**config.mk**
```make
export PLATFORM = sky130hd
export DESIGN_NAME = central_crossing_pair_finder
export DESIGN_NICKNAME = d
export VERILOG_FILES = /design/src/rtl/ccpf_pkg.sv /design/src/rtl/ccpf_div.sv /design/src/rtl/ccpf_dp.sv /design/src/rtl/ccpf_ctrl.sv /design/src/rtl/central_crossing_pair_finder.sv
export SDC_FILE = /design/constraint.sdc
export NUM_CORES = 1
export LEC_CHECK = 0
export ABC_AREA = 1
export BUFFER_PORTS_ARGS = -buffer_cell sky130_fd_sc_hd__buf_2
export CAP_MARGIN = 10
export CORE_MARGIN = 2
export CORE_UTILIZATION = 40
export CTS_CLUSTER_DIAMETER = 200
export DETAILED_ROUTE_END_ITERATION = 10
export MAX_ROUTING_LAYER = met4
export PLACE_DENSITY = 0.53
export SLEW_MARGIN = 0
export SYNTH_ARGS = -nofsm -noshare
export SYNTH_HDL_FRONTEND = slang
export SYNTH_SLANG_ARGS = --single-unit
export TNS_END_PERCENT = 10
```
**constraint.sdc**
```tcl
create_clock -name clk -period 17.47 [get_ports clk]
set_input_delay 1.747 -clock clk [delete_from_list [all_inputs] [get_ports clk]]
set_output_delay 1.747 -clock clk [all_outputs]
set_load 0.01 [all_outputs]
```
**src/rtl/ccpf_pkg.sv**
```systemverilog
// ----------------------------------------------------------------------------
// ccpf_pkg
// Shared types and constants of the central crossing pair finder.
// ----------------------------------------------------------------------------
`default_nettype none

package ccpf_pkg;

  localparam int SAMPLE_BITS     = 16;
  localparam int FRACTION_BITS   = 8;
  localparam int MAX_SAMPLES_DEF = 4096;
  localparam int NUM_W           = SAMPLE_BITS + 1;
  localparam int OUT_W           = 20;
  localparam int PL_W            = 13;
  localparam int CFG_IDX_W       = 2;
  localparam int CFG_W           = 16;

  localparam logic [CFG_IDX_W-1:0] REG_THRESHOLD  = 2'd0;
  localparam logic [CFG_IDX_W-1:0] REG_FIRST_EDGE = 2'd1;
  localparam logic [CFG_IDX_W-1:0] REG_LENGTH     = 2'd2;

  localparam logic [PL_W-1:0] PL_RESET = 13'd4096;

  typedef struct packed {
    logic signed [SAMPLE_BITS-1:0] sample;
    logic                          last;
  } ccpf_in_t;

  typedef struct packed {
    logic             found;
    logic [OUT_W-1:0] pair_start;
    logic [OUT_W-1:0] pair_width;
  } ccpf_out_t;

  typedef enum logic [4:0] {
    PH_OPEN_FIRST  = 5'b00001,
    PH_CLOSE_FIRST = 5'b00010,
    PH_OPEN_NEXT   = 5'b00100,
    PH_CLOSE_NEXT  = 5'b01000,
    PH_DONE        = 5'b10000
  } phase_t;

  typedef struct packed {
    logic load;
    logic div_start;
    logic measure;
    logic update;
    logic finish;
  } ccpf_cmd_t;

  typedef struct packed {
    logic crossing;
    logic div_done;
    logic out_blocked;
  } ccpf_sts_t;

endpackage

`default_nettype wire

```
**src/rtl/ccpf_div.sv**
```systemverilog
// ----------------------------------------------------------------------------
// ccpf_div
// Restoring divider, one quotient bit per cycle, for the crossing fraction.
// Requires num < den.
// ----------------------------------------------------------------------------
`default_nettype none

module ccpf_div (
  input  wire logic                        clk,
  input  wire logic                        rst,
  input  wire logic                        start,
  input  wire logic [ccpf_pkg::NUM_W-1:0]  num,
  input  wire logic [ccpf_pkg::NUM_W-1:0]  den,
  output logic                             done,
  output logic [ccpf_pkg::FRACTION_BITS-1:0] quot
);

  localparam int NW = ccpf_pkg::NUM_W;
  localparam int FB = ccpf_pkg::FRACTION_BITS;
  localparam int CW = $clog2(FB + 1);

  logic          busy;
  logic [CW-1:0] cnt;
  logic [NW-1:0] rem;
  logic [NW-1:0] dsr;
  logic [NW:0]   rem_sh;
  logic          take;

  assign rem_sh = {rem, 1'b0};
  assign take   = rem_sh >= {1'b0, dsr};
  assign done   = busy && (cnt == CW'(1));

  always_ff @(posedge clk) begin
    if (rst) begin
      busy <= 1'b0;
      cnt  <= '0;
    end else if (start) begin
      busy <= 1'b1;
      cnt  <= CW'(FB);
    end else if (busy) begin
      cnt <= cnt - CW'(1);
      if (cnt == CW'(1)) begin
        busy <= 1'b0;
      end
    end
  end

  always_ff @(posedge clk) begin
    if (start) begin
      rem <= num;
      dsr <= den;
    end else if (busy) begin
      rem  <= take ? NW'(rem_sh - {1'b0, dsr}) : NW'(rem_sh);
      quot <= {quot[FB-2:0], take};
    end
  end

endmodule

`default_nettype wire

```
**src/rtl/ccpf_dp.sv**
```systemverilog
// ----------------------------------------------------------------------------
// ccpf_dp
// Datapath: configuration registers, edge test, positions, centre distances,
// best pair tracking and the result register.
// ----------------------------------------------------------------------------
`default_nettype none

module ccpf_dp #(
  parameter int MAX_SAMPLES = ccpf_pkg::MAX_SAMPLES_DEF
) (
  input  wire logic                              clk,
  input  wire logic                              rst,
  input  wire logic                              cfg_write,
  input  wire logic [ccpf_pkg::CFG_IDX_W-1:0]    cfg_index,
  input  wire logic [ccpf_pkg::CFG_W-1:0]        cfg_data,
  input  wire ccpf_pkg::ccpf_in_t                item,
  input  wire ccpf_pkg::ccpf_cmd_t               cmd,
  output ccpf_pkg::ccpf_sts_t                    sts,
  output logic                                   result_valid,
  input  wire logic                              result_ready,
  output ccpf_pkg::ccpf_out_t                    result
);

  localparam int SB = ccpf_pkg::SAMPLE_BITS;
  localparam int FB = ccpf_pkg::FRACTION_BITS;
  localparam int NW = ccpf_pkg::NUM_W;
  localparam int PL = ccpf_pkg::PL_W;
  localparam int OW = ccpf_pkg::OUT_W;
  localparam int IW = $clog2(MAX_SAMPLES + 1);
  localparam int HW = $clog2(MAX_SAMPLES);
  localparam int PW = HW + FB;
  localparam int SW = (PW + 1 > PL + FB) ? PW + 1 : PL + FB;

  function automatic logic [NW-1:0] absdiff(logic signed [SB-1:0] a,
                                            logic signed [SB-1:0] b);
    logic signed [NW-1:0] d;
    d = $signed({a[SB-1], a}) - $signed({b[SB-1], b});
    return d[NW-1] ? NW'(-d) : NW'(d);
  endfunction

  logic signed [SB-1:0] threshold;
  logic                 first_edge_falling;
  logic [PL-1:0]        profile_length;

  logic signed [SB-1:0] cur;
  logic                 last_r;
  logic signed [SB-1:0] previous_sample;
  logic [IW-1:0]        sample_index;
  ccpf_pkg::phase_t     search_phase;
  logic [PW-1:0]        best_start;
  logic [PW-1:0]        best_end;
  logic [PW-1:0]        candidate_start;
  logic                 pair_found;
  logic [PW-1:0]        pos_r;
  logic [SW-1:0]        dn;
  logic [SW-1:0]        db;

  logic                 search_ok;
  logic                 opening;
  logic                 rising;
  logic                 rise_edge;
  logic                 fall_edge;
  logic [NW-1:0]        num;
  logic [NW-1:0]        den;
  logic                 div_done;
  logic [FB-1:0]        quot;
  logic [PW-1:0]        pos;
  logic [SW-1:0]        ctr;
  logic [SW-1:0]        sum_n;
  logic [SW-1:0]        sum_b;

  assign search_ok = (sample_index != '0)
                  && (32'(sample_index) < 32'(profile_length))
                  && (32'(sample_index) < MAX_SAMPLES)
                  && (search_phase != ccpf_pkg::PH_DONE);
  assign opening   = (search_phase == ccpf_pkg::PH_OPEN_FIRST)
                  || (search_phase == ccpf_pkg::PH_OPEN_NEXT);
  assign rising    = (first_edge_falling == 1'b0) == opening;
  assign rise_edge = (previous_sample <= threshold) && (cur > threshold);
  assign fall_edge = (previous_sample >= threshold) && (cur < threshold);

  assign num = absdiff(threshold, previous_sample);
  assign den = absdiff(cur, previous_sample);

  ccpf_div u_div (
    .clk   (clk),
    .rst   (rst),
    .start (cmd.div_start),
    .num   (num),
    .den   (den),
    .done  (div_done),
    .quot  (quot)
  );

  assign pos   = {HW'(sample_index - IW'(1)), quot};
  assign ctr   = SW'({profile_length, {FB{1'b0}}});
  assign sum_n = SW'(candidate_start) + SW'(pos);
  assign sum_b = SW'(best_start) + SW'(best_end);

  assign sts.crossing    = search_ok && (rising ? rise_edge : fall_edge);
  assign sts.div_done    = div_done;
  assign sts.out_blocked = last_r && result_valid && !result_ready;

  always_ff @(posedge clk) begin
    if (cmd.load) begin
      cur    <= item.sample;
      last_r <= item.last;
    end
    if (cmd.measure) begin
      pos_r <= pos;
      dn    <= (sum_n >= ctr) ? sum_n - ctr : ctr - sum_n;
      db    <= (sum_b >= ctr) ? sum_b - ctr : ctr - sum_b;
    end
    if (cmd.finish && last_r) begin
      result.found      <= pair_found;
      result.pair_start <= OW'(best_start);
      result.pair_width <= OW'(best_end - best_start);
    end
  end

  always_ff @(posedge clk) begin
    if (rst) begin
      threshold          <= '0;
      first_edge_falling <= 1'b0;
      profile_length     <= ccpf_pkg::PL_RESET;
      previous_sample    <= '0;
      sample_index       <= '0;
      search_phase       <= ccpf_pkg::PH_OPEN_FIRST;
      best_start         <= '0;
      best_end           <= '0;
      candidate_start    <= '0;
      pair_found         <= 1'b0;
      result_valid       <= 1'b0;
    end else begin
      if (cfg_write) begin
        case (cfg_index)
          ccpf_pkg::REG_THRESHOLD:  threshold          <= cfg_data[SB-1:0];
          ccpf_pkg::REG_FIRST_EDGE: first_edge_falling <= cfg_data[0];
          ccpf_pkg::REG_LENGTH:     profile_length     <= cfg_data[PL-1:0];
          default: ;
        endcase
      end

      if (cmd.update) begin
        case (search_phase)
          ccpf_pkg::PH_OPEN_FIRST: begin
            candidate_start <= pos_r;
            search_phase    <= ccpf_pkg::PH_CLOSE_FIRST;
          end
          ccpf_pkg::PH_CLOSE_FIRST: begin
            best_start   <= candidate_start;
            best_end     <= pos_r;
            pair_found   <= 1'b1;
            search_phase <= ccpf_pkg::PH_OPEN_NEXT;
          end
          ccpf_pkg::PH_OPEN_NEXT: begin
            candidate_start <= pos_r;
            search_phase    <= ccpf_pkg::PH_CLOSE_NEXT;
          end
          ccpf_pkg::PH_CLOSE_NEXT: begin
            if (dn < db) begin
              best_start   <= candidate_start;
              best_end     <= pos_r;
              search_phase <= ccpf_pkg::PH_OPEN_NEXT;
            end else begin
              search_phase <= ccpf_pkg::PH_DONE;
            end
          end
          default: ;
        endcase
      end

      if (cmd.finish && last_r) begin
        result_valid <= 1'b1;
      end else if (result_valid && result_ready) begin
        result_valid <= 1'b0;
      end

      if (cmd.finish) begin
        if (last_r) begin
          previous_sample <= '0;
          sample_index    <= '0;
          search_phase    <= ccpf_pkg::PH_OPEN_FIRST;
          best_start      <= '0;
          best_end        <= '0;
          candidate_start <= '0;
          pair_found      <= 1'b0;
        end else begin
          previous_sample <= cur;
          if (32'(sample_index) < MAX_SAMPLES) begin
            sample_index <= sample_index + IW'(1);
          end
        end
      end
    end
  end

endmodule

`default_nettype wire

```
**src/rtl/ccpf_ctrl.sv**
```systemverilog
// ----------------------------------------------------------------------------
// ccpf_ctrl
// Controller: sequences accept, edge test and finish for each item, and
// division, distance and update for an item that completes a crossing.
// ----------------------------------------------------------------------------
`default_nettype none

module ccpf_ctrl (
  input  wire logic                 clk,
  input  wire logic                 rst,
  input  wire logic                 item_valid,
  output logic                      item_ready,
  input  wire ccpf_pkg::ccpf_sts_t  sts,
  output ccpf_pkg::ccpf_cmd_t       cmd
);

  typedef enum logic [5:0] {
    ST_IDLE   = 6'b000001,
    ST_EVAL   = 6'b000010,
    ST_DIV    = 6'b000100,
    ST_DIST   = 6'b001000,
    ST_UPDATE = 6'b010000,
    ST_FINISH = 6'b100000
  } state_t;

  state_t state;
  state_t state_next;

  assign item_ready = (state == ST_IDLE);

  always_comb begin
    state_next    = state;
    cmd           = '0;
    case (state)
      ST_IDLE: begin
        if (item_valid) begin
          cmd.load   = 1'b1;
          state_next = ST_EVAL;
        end
      end
      ST_EVAL: begin
        if (sts.crossing) begin
          cmd.div_start = 1'b1;
          state_next    = ST_DIV;
        end else begin
          state_next = ST_FINISH;
        end
      end
      ST_DIV: begin
        if (sts.div_done) begin
          state_next = ST_DIST;
        end
      end
      ST_DIST: begin
        cmd.measure = 1'b1;
        state_next  = ST_UPDATE;
      end
      ST_UPDATE: begin
        cmd.update = 1'b1;
        state_next = ST_FINISH;
      end
      ST_FINISH: begin
        if (!sts.out_blocked) begin
          cmd.finish = 1'b1;
          state_next = ST_IDLE;
        end
      end
      default: state_next = ST_IDLE;
    endcase
  end

  always_ff @(posedge clk) begin
    if (rst) begin
      state <= ST_IDLE;
    end else begin
      state <= state_next;
    end
  end

endmodule

`default_nettype wire

```
**src/rtl/central_crossing_pair_finder.sv**
```systemverilog
// ----------------------------------------------------------------------------
// central_crossing_pair_finder
// Finds threshold crossing pairs in a sample profile and reports the pair
// whose midpoint lies nearest the profile centre.
// ----------------------------------------------------------------------------
// Flow: one item at a time; the next item is accepted only once the previous
//   one has finished. The crossing fraction comes from the bit-serial divider.
// Result: registered when the last item finishes; a held result stalls only
//   the next last item.
// Reset: synchronous; clears the profile state and restores the registers
//   to threshold 0, rising first edge, profile length 4096.
`default_nettype none

module central_crossing_pair_finder #(
  parameter int MAX_SAMPLES = ccpf_pkg::MAX_SAMPLES_DEF
) (
  input  wire logic                            clk,
  input  wire logic                            rst,
  input  wire logic                            cfg_write,
  input  wire logic [ccpf_pkg::CFG_IDX_W-1:0]  cfg_index,
  input  wire logic [ccpf_pkg::CFG_W-1:0]      cfg_data,
  input  wire logic                            item_valid,
  output logic                                 item_ready,
  input  wire ccpf_pkg::ccpf_in_t              item,
  output logic                                 result_valid,
  input  wire logic                            result_ready,
  output ccpf_pkg::ccpf_out_t                  result
);

  ccpf_pkg::ccpf_cmd_t cmd;
  ccpf_pkg::ccpf_sts_t sts;

  ccpf_ctrl u_ctrl (
    .clk        (clk),
    .rst        (rst),
    .item_valid (item_valid),
    .item_ready (item_ready),
    .sts        (sts),
    .cmd        (cmd)
  );

  ccpf_dp #(
    .MAX_SAMPLES (MAX_SAMPLES)
  ) u_dp (
    .clk          (clk),
    .rst          (rst),
    .cfg_write    (cfg_write),
    .cfg_index    (cfg_index),
    .cfg_data     (cfg_data),
    .item         (item),
    .cmd          (cmd),
    .sts          (sts),
    .result_valid (result_valid),
    .result_ready (result_ready),
    .result       (result)
  );

endmodule

`default_nettype wire

```
After elaboration in Yosys (flattened, before gate mapping)
Index checks and enable logic that the tools add are counted.

cells by class
  magnitude comparators = 10
  bitwise logic cells = 2
  add/subtract/negate cells = 15
  shift-type cells = 0
  equal/unequal tests = 18
  mux-type cells = 54
  multipliers = 0
  reduce and logical (&&, ||, !) cells = 26
  div/mod/pow operators = 0

operator list
  cell              count
  $mux 20           12
  $sub 21x21->21    4
  $pmux 20 s2       2
  $mux 17           4
  $add 20x20->21    2
  $ge 21x21->1      2
  $mux 21           2
  $pmux 6 s6        1
  $neg 17->17       2
  $sub 16x16->17    2
  $mux 16           2
  $mux 13           2
  $mux 6            4
  $lt 21x21->1      1
  $mux 5            4
  $pmux 5 s4        1
  $sub 20x20->20    1
  $ge 18x17->1      1
  $mux 1            18
  $sub 17x17->17    1
  $ge 16x16->1      1
  $gt 16x16->1      1
  $le 16x16->1      1
  $lt 16x16->1      1
  other kinds (33)  53

word-level totals
  memory bits (read-only) = 0
  flip-flop bits (word level) = 299
  latch bits = 0
  bits in writable memories = 0
  memories kept = 0
  logic and storage cells = 152
  output and inout port bits = 43

Logic depth before layout (Yosys ltp)
  depth in word-level cells = 9
  depth in mapped cells = 27
  mapped depth without buffers = 26

Hierarchy
Synthesis repeated with hierarchy kept, for this count alone.

unflattened totals
  cells, all modules = 3103
  area, all modules = 22554.1 µm²

by module, submodules not included
  module     instances  cells an instance  area an instance (µm²)
  ccpf_dp    1          2622               18893.1
  ccpf_div   1          421                3289.4
  ccpf_ctrl  1          60                 371.6

Least setup slack after synthesis
OpenSTA, ideal clock, no wires.

  kind = reg-to-reg
  from = reg u_ctrl.state[5]
  to = reg u_dp.db[0] (enable)
  slack = 10.315 ns
  path buffers = 0
  data required time = 16.829 ns
  stages on the path, launching flop included = 4
  arrival time = 6.514 ns
  setup time = 0.641 ns
  cells stage by stage = dfxtp_1 nor2_1 inv_1 nor4_1

between the ends
  cells in the longest elaborated chain, start to end = 2

RTL lines
  element                 line             text
  start, declared         ccpf_ctrl.sv:26  state_t state;
  start signal, assigned  ccpf_ctrl.sv:76  state <= state_next;
  $eq 6x4->1              ccpf_ctrl.sv:34  case (state)
  $mux 1                  ccpf_ctrl.sv:34
  end signal, assigned    ccpf_dp.sv:112   db <= (sum_b >= ctr) ? sum_b - ctr : ctr - sum_b;
  end, declared           ccpf_dp.sv:56    logic [SW-1:0] db;

No other way between the ends.
A chain may end at the register's enable or synchronous reset.

Worst setup path in the final report
  from = reg u_dp.sample_index[0]
  to = reg u_dp.dn[17] (data pin)

between the ends
  cells in the longest elaborated chain, start to end = 4
  elaborated cells between the ends (all ways) = 6
  those cells by class = add/sub (4); order compare (1); mux (1)

RTL lines
  element                                                line            text
  start, declared                                        ccpf_dp.sv:48   logic [IW-1:0] sample_index;
  start signal, assigned                                 ccpf_dp.sv:191  sample_index <= sample_index + IW'(1);
  $sub 12x1->12 *                                        ccpf_dp.sv:95   assign pos = {HW'(sample_index - IW'(1)), quot};
  net u_dp.pos[8]                                        ccpf_dp.sv:67   logic [PW-1:0] pos;
  $add 20x20->21 *                                       ccpf_dp.sv:97   assign sum_n = SW'(candidate_start) + SW'(pos);
  $sub 21x21->21 / $ge 21x21->1 (equally long branches)  ccpf_dp.sv:111  dn <= (sum_n >= ctr) ? sum_n - ctr : ctr - sum_n;
  $mux 21 *                                              ccpf_dp.sv:111
  end signal, assigned                                   ccpf_dp.sv:111
  end, declared                                          ccpf_dp.sv:55   logic [SW-1:0] dn;

Mark *: on every way through the listed nets, which the timed path passes. The rest lies on a longest branch.

==> results_dict.tcl <==
set metrics [dict create \
    avgSynthCellArea_um2 7.55 \
    cp_slowest_cell "ha_1" \
    p_leak_nw 11.3 \
    ff_latch_area_mm2 0.00761 \
    critical_path_buf_inv_count 4 \
    startpoint_type "flop" \
    synth-seq-area-share_pct 34.5 \
    path_clk_slew_ns 0.06 \
    synthFlopType "edfxtp_1" \
    postCtsSetupRepairBufs 0 \
    cp-end-kind "flop" \
    timing.slew.headroom_pct 24.0 \
    multi_input_area_mm2 0.0124 \
    rsz0062_at_grt "false" \
    total_power_mw 1.80 \
    tightest_slew_ns 1.14 \
    synth.distinct_cells 68 \
    port_buffers 82 \
    ys_warn_count 0 \
    synth.most_common_cell "nand2_1" \
    drc 0 \
    grt-ovfl-total 0 \
    fp.dieArea_mm2 0.0570 \
    async_flop_share_pct 0 \
    clock_latency_ns 0.58 \
    synthTopCellsByArea "edfxtp_1 22%, dfxtp_1 12%, ha_1 12%" \
    final_nets 3236 \
    setup_viol 0 \
    synth_top_cell_area_share_pct 22.1 \
    period_minus_slack_ns 5.20 \
    hold_violations 0 \
    place_ws_ns 12.32 \
    synthToLayoutAreaGrowth_pct 10.2 \
    initial_core_util_pct 40.2 \
    fp.dieH_um 239 \
    fillers 5629 \
    grt_pass1_vias 18500 \
    synth_edf_count 162 \
    htree_levels 2 \
    fin_crit_sh_pct 29.8 \
    placed_area_mm2 0.0230 \
    fin_cells 3708 \
    ys_ff_latch 299 \
    path_class "reg -> reg" \
    ir_drop_mv 0.0890 \
    skew_ns 0.0235 \
    worst_slack_ns 12.27 \
    cts.sinks 299 \
    use_met3_pct 4.36 \
    hp-class "reg -> reg" \
    crit_family "simple AND/OR/NAND/NOR gates" \
    wl_um 69100 \
    stdcell_area_mm2 0.0243 \
    antenna_left 0 \
    cts_buffer_depth 3 \
    cp.arrival_ns 5.52 \
    dp.cells 3638 \
    drv_cap 0 \
    utilization_pct 44.3 \
    top_usage_layer "met2" \
    coreArea_mm2 0.0548 \
    power_density_mw_per_mm2 74.1 \
    wl_per_cell_um 18.6 \
    crit_fanout 20 \
    cpMostUsedCell "nand2_1" \
    yosysTopAreaCell "edfxtp_1" \
    die_x_um 239 \
    gr-usage-met2_pct 36.7 \
    met1_usage_pct 35.6 \
    synth_area_mm2 0.0220 \
    grt_max_degree 64 \
    hpwl_um 55900 \
    firstDrtPassIters 5 \
    cts_tree "built" \
    drtIter0Drc 1496 \
    vias_per_cell 5.21 \
    slew_viol_final 0 \
    grt_usage_pct 24.8 \
    hold_slack_ns 0.434 \
    cts.repair.resized 0 \
    grt_pass1_wl_um 106000 \
    syn_nets 3177 \
    drive_above_1_share_pct 7.69 \
    slowest_delay_ns 0.45 \
    routabilityCongestion 0.997 \
    postCtsHoldBufs 0 \
    cts_buffers 38 \
    critical_path_required_ns 17.79 \
    rows 86 \
    clockRootBuffer "clkbuf_16" \
    ys_top_cells_by_count "689 x nand2_1, 411 x inv_1, 284 x a21oi_1" \
    syn_inst 2916 \
    antenna_found_initial 0 \
    num_antenna_cells 0 \
    max_freq_mhz 192 \
    run_status "finished clean" \
    io_pins 83 \
    path_cells "inv_1, ha_1, nand2_1, nor2_1, xor2_1, ha_1, nand2_1, nor3_1, nand4_1, nand3_1, xor2_1, inv_1, ha_1, nand2_1, nor2_1, inv_1, nor3_1, nand3_2, nand2_2, inv_2, nand2_1, nand2_1, nand2_1, nand2_1" \
    vias 19300 \
    fin_setup_tns_ns 0 \
]
## worst paths after layout
kind	startpoint	end	slack, ns	depth (start not counted)
max reg2reg	u_dp.sample_index[0]	u_dp.dn[17]	12.27	24
max	u_dp.sample_index[0]	u_dp.dn[17]	12.27	24
min reg2reg	u_dp.pair_found	u_dp.result[40]	0.43	0
min	u_dp.pair_found	u_dp.result[40]	0.43	0
## layer usage
layer	routed length [um]	up-vias
li1	-	9777
met1	34700	9008
met2	29400	464
met3	3940	57
met5	0	-
met4	1020	0
## flip-flops by register name (all words and copies together), names as in the netlist, 20 cells and up
register / flops
u_dp.pos_r: 20
u_dp.best_end: 20
u_dp.candidate_start: 20
u_dp.db: 21
u_dp.dn: 21
u_dp.result: 41
u_dp.best_start: 20
## logic make-up after synthesis
logic type / Yosys count / share of synthesized area [%]
AO/OA/AOI/OAI: 553 / 13.7
XOR/XNOR: 145 / 6.19
adder cells (fa/ha/maj): 221 / 12.8
buffers and inverters: 505 / 9.15
flip-flops: 299 / 34.5
AND/OR/NAND/NOR: 1193 / 23.6
## final cells by class
type | instances | share of cell area, %
multi-input combinational | 2112 | 51.2
sequential | 299 | 31.3
inverter | 430 | 6.70
clock buffer | 55 | 4.49
tap | 704 | 3.63
timing repair buffer | 94 | 2.06
clock inverter | 14 | 0.572
## cell usage in the layout, fill, tap and decap left out, types with 39 or more instances in the layout
master       n
nand2_1    688
inv_1      411
a21oi_1    284
ha_1       213
nor2_1     181
o21ai_0    168
edfxtp_1   162
nand3_1    146
dfxtp_1    137
xor2_1     113
buf_2       82
nand4_1     47
nor3_1      44
clkbuf_16   39
## report_power, final
part	switching, mW	internal [mW]	leakage, nW
registers	0.00959	0.750	2.57
logic	0.181	0.0844	8.13
clock network	0.320	0.453	0.602
Note: power is estimated with default switching activity, not from simulation.
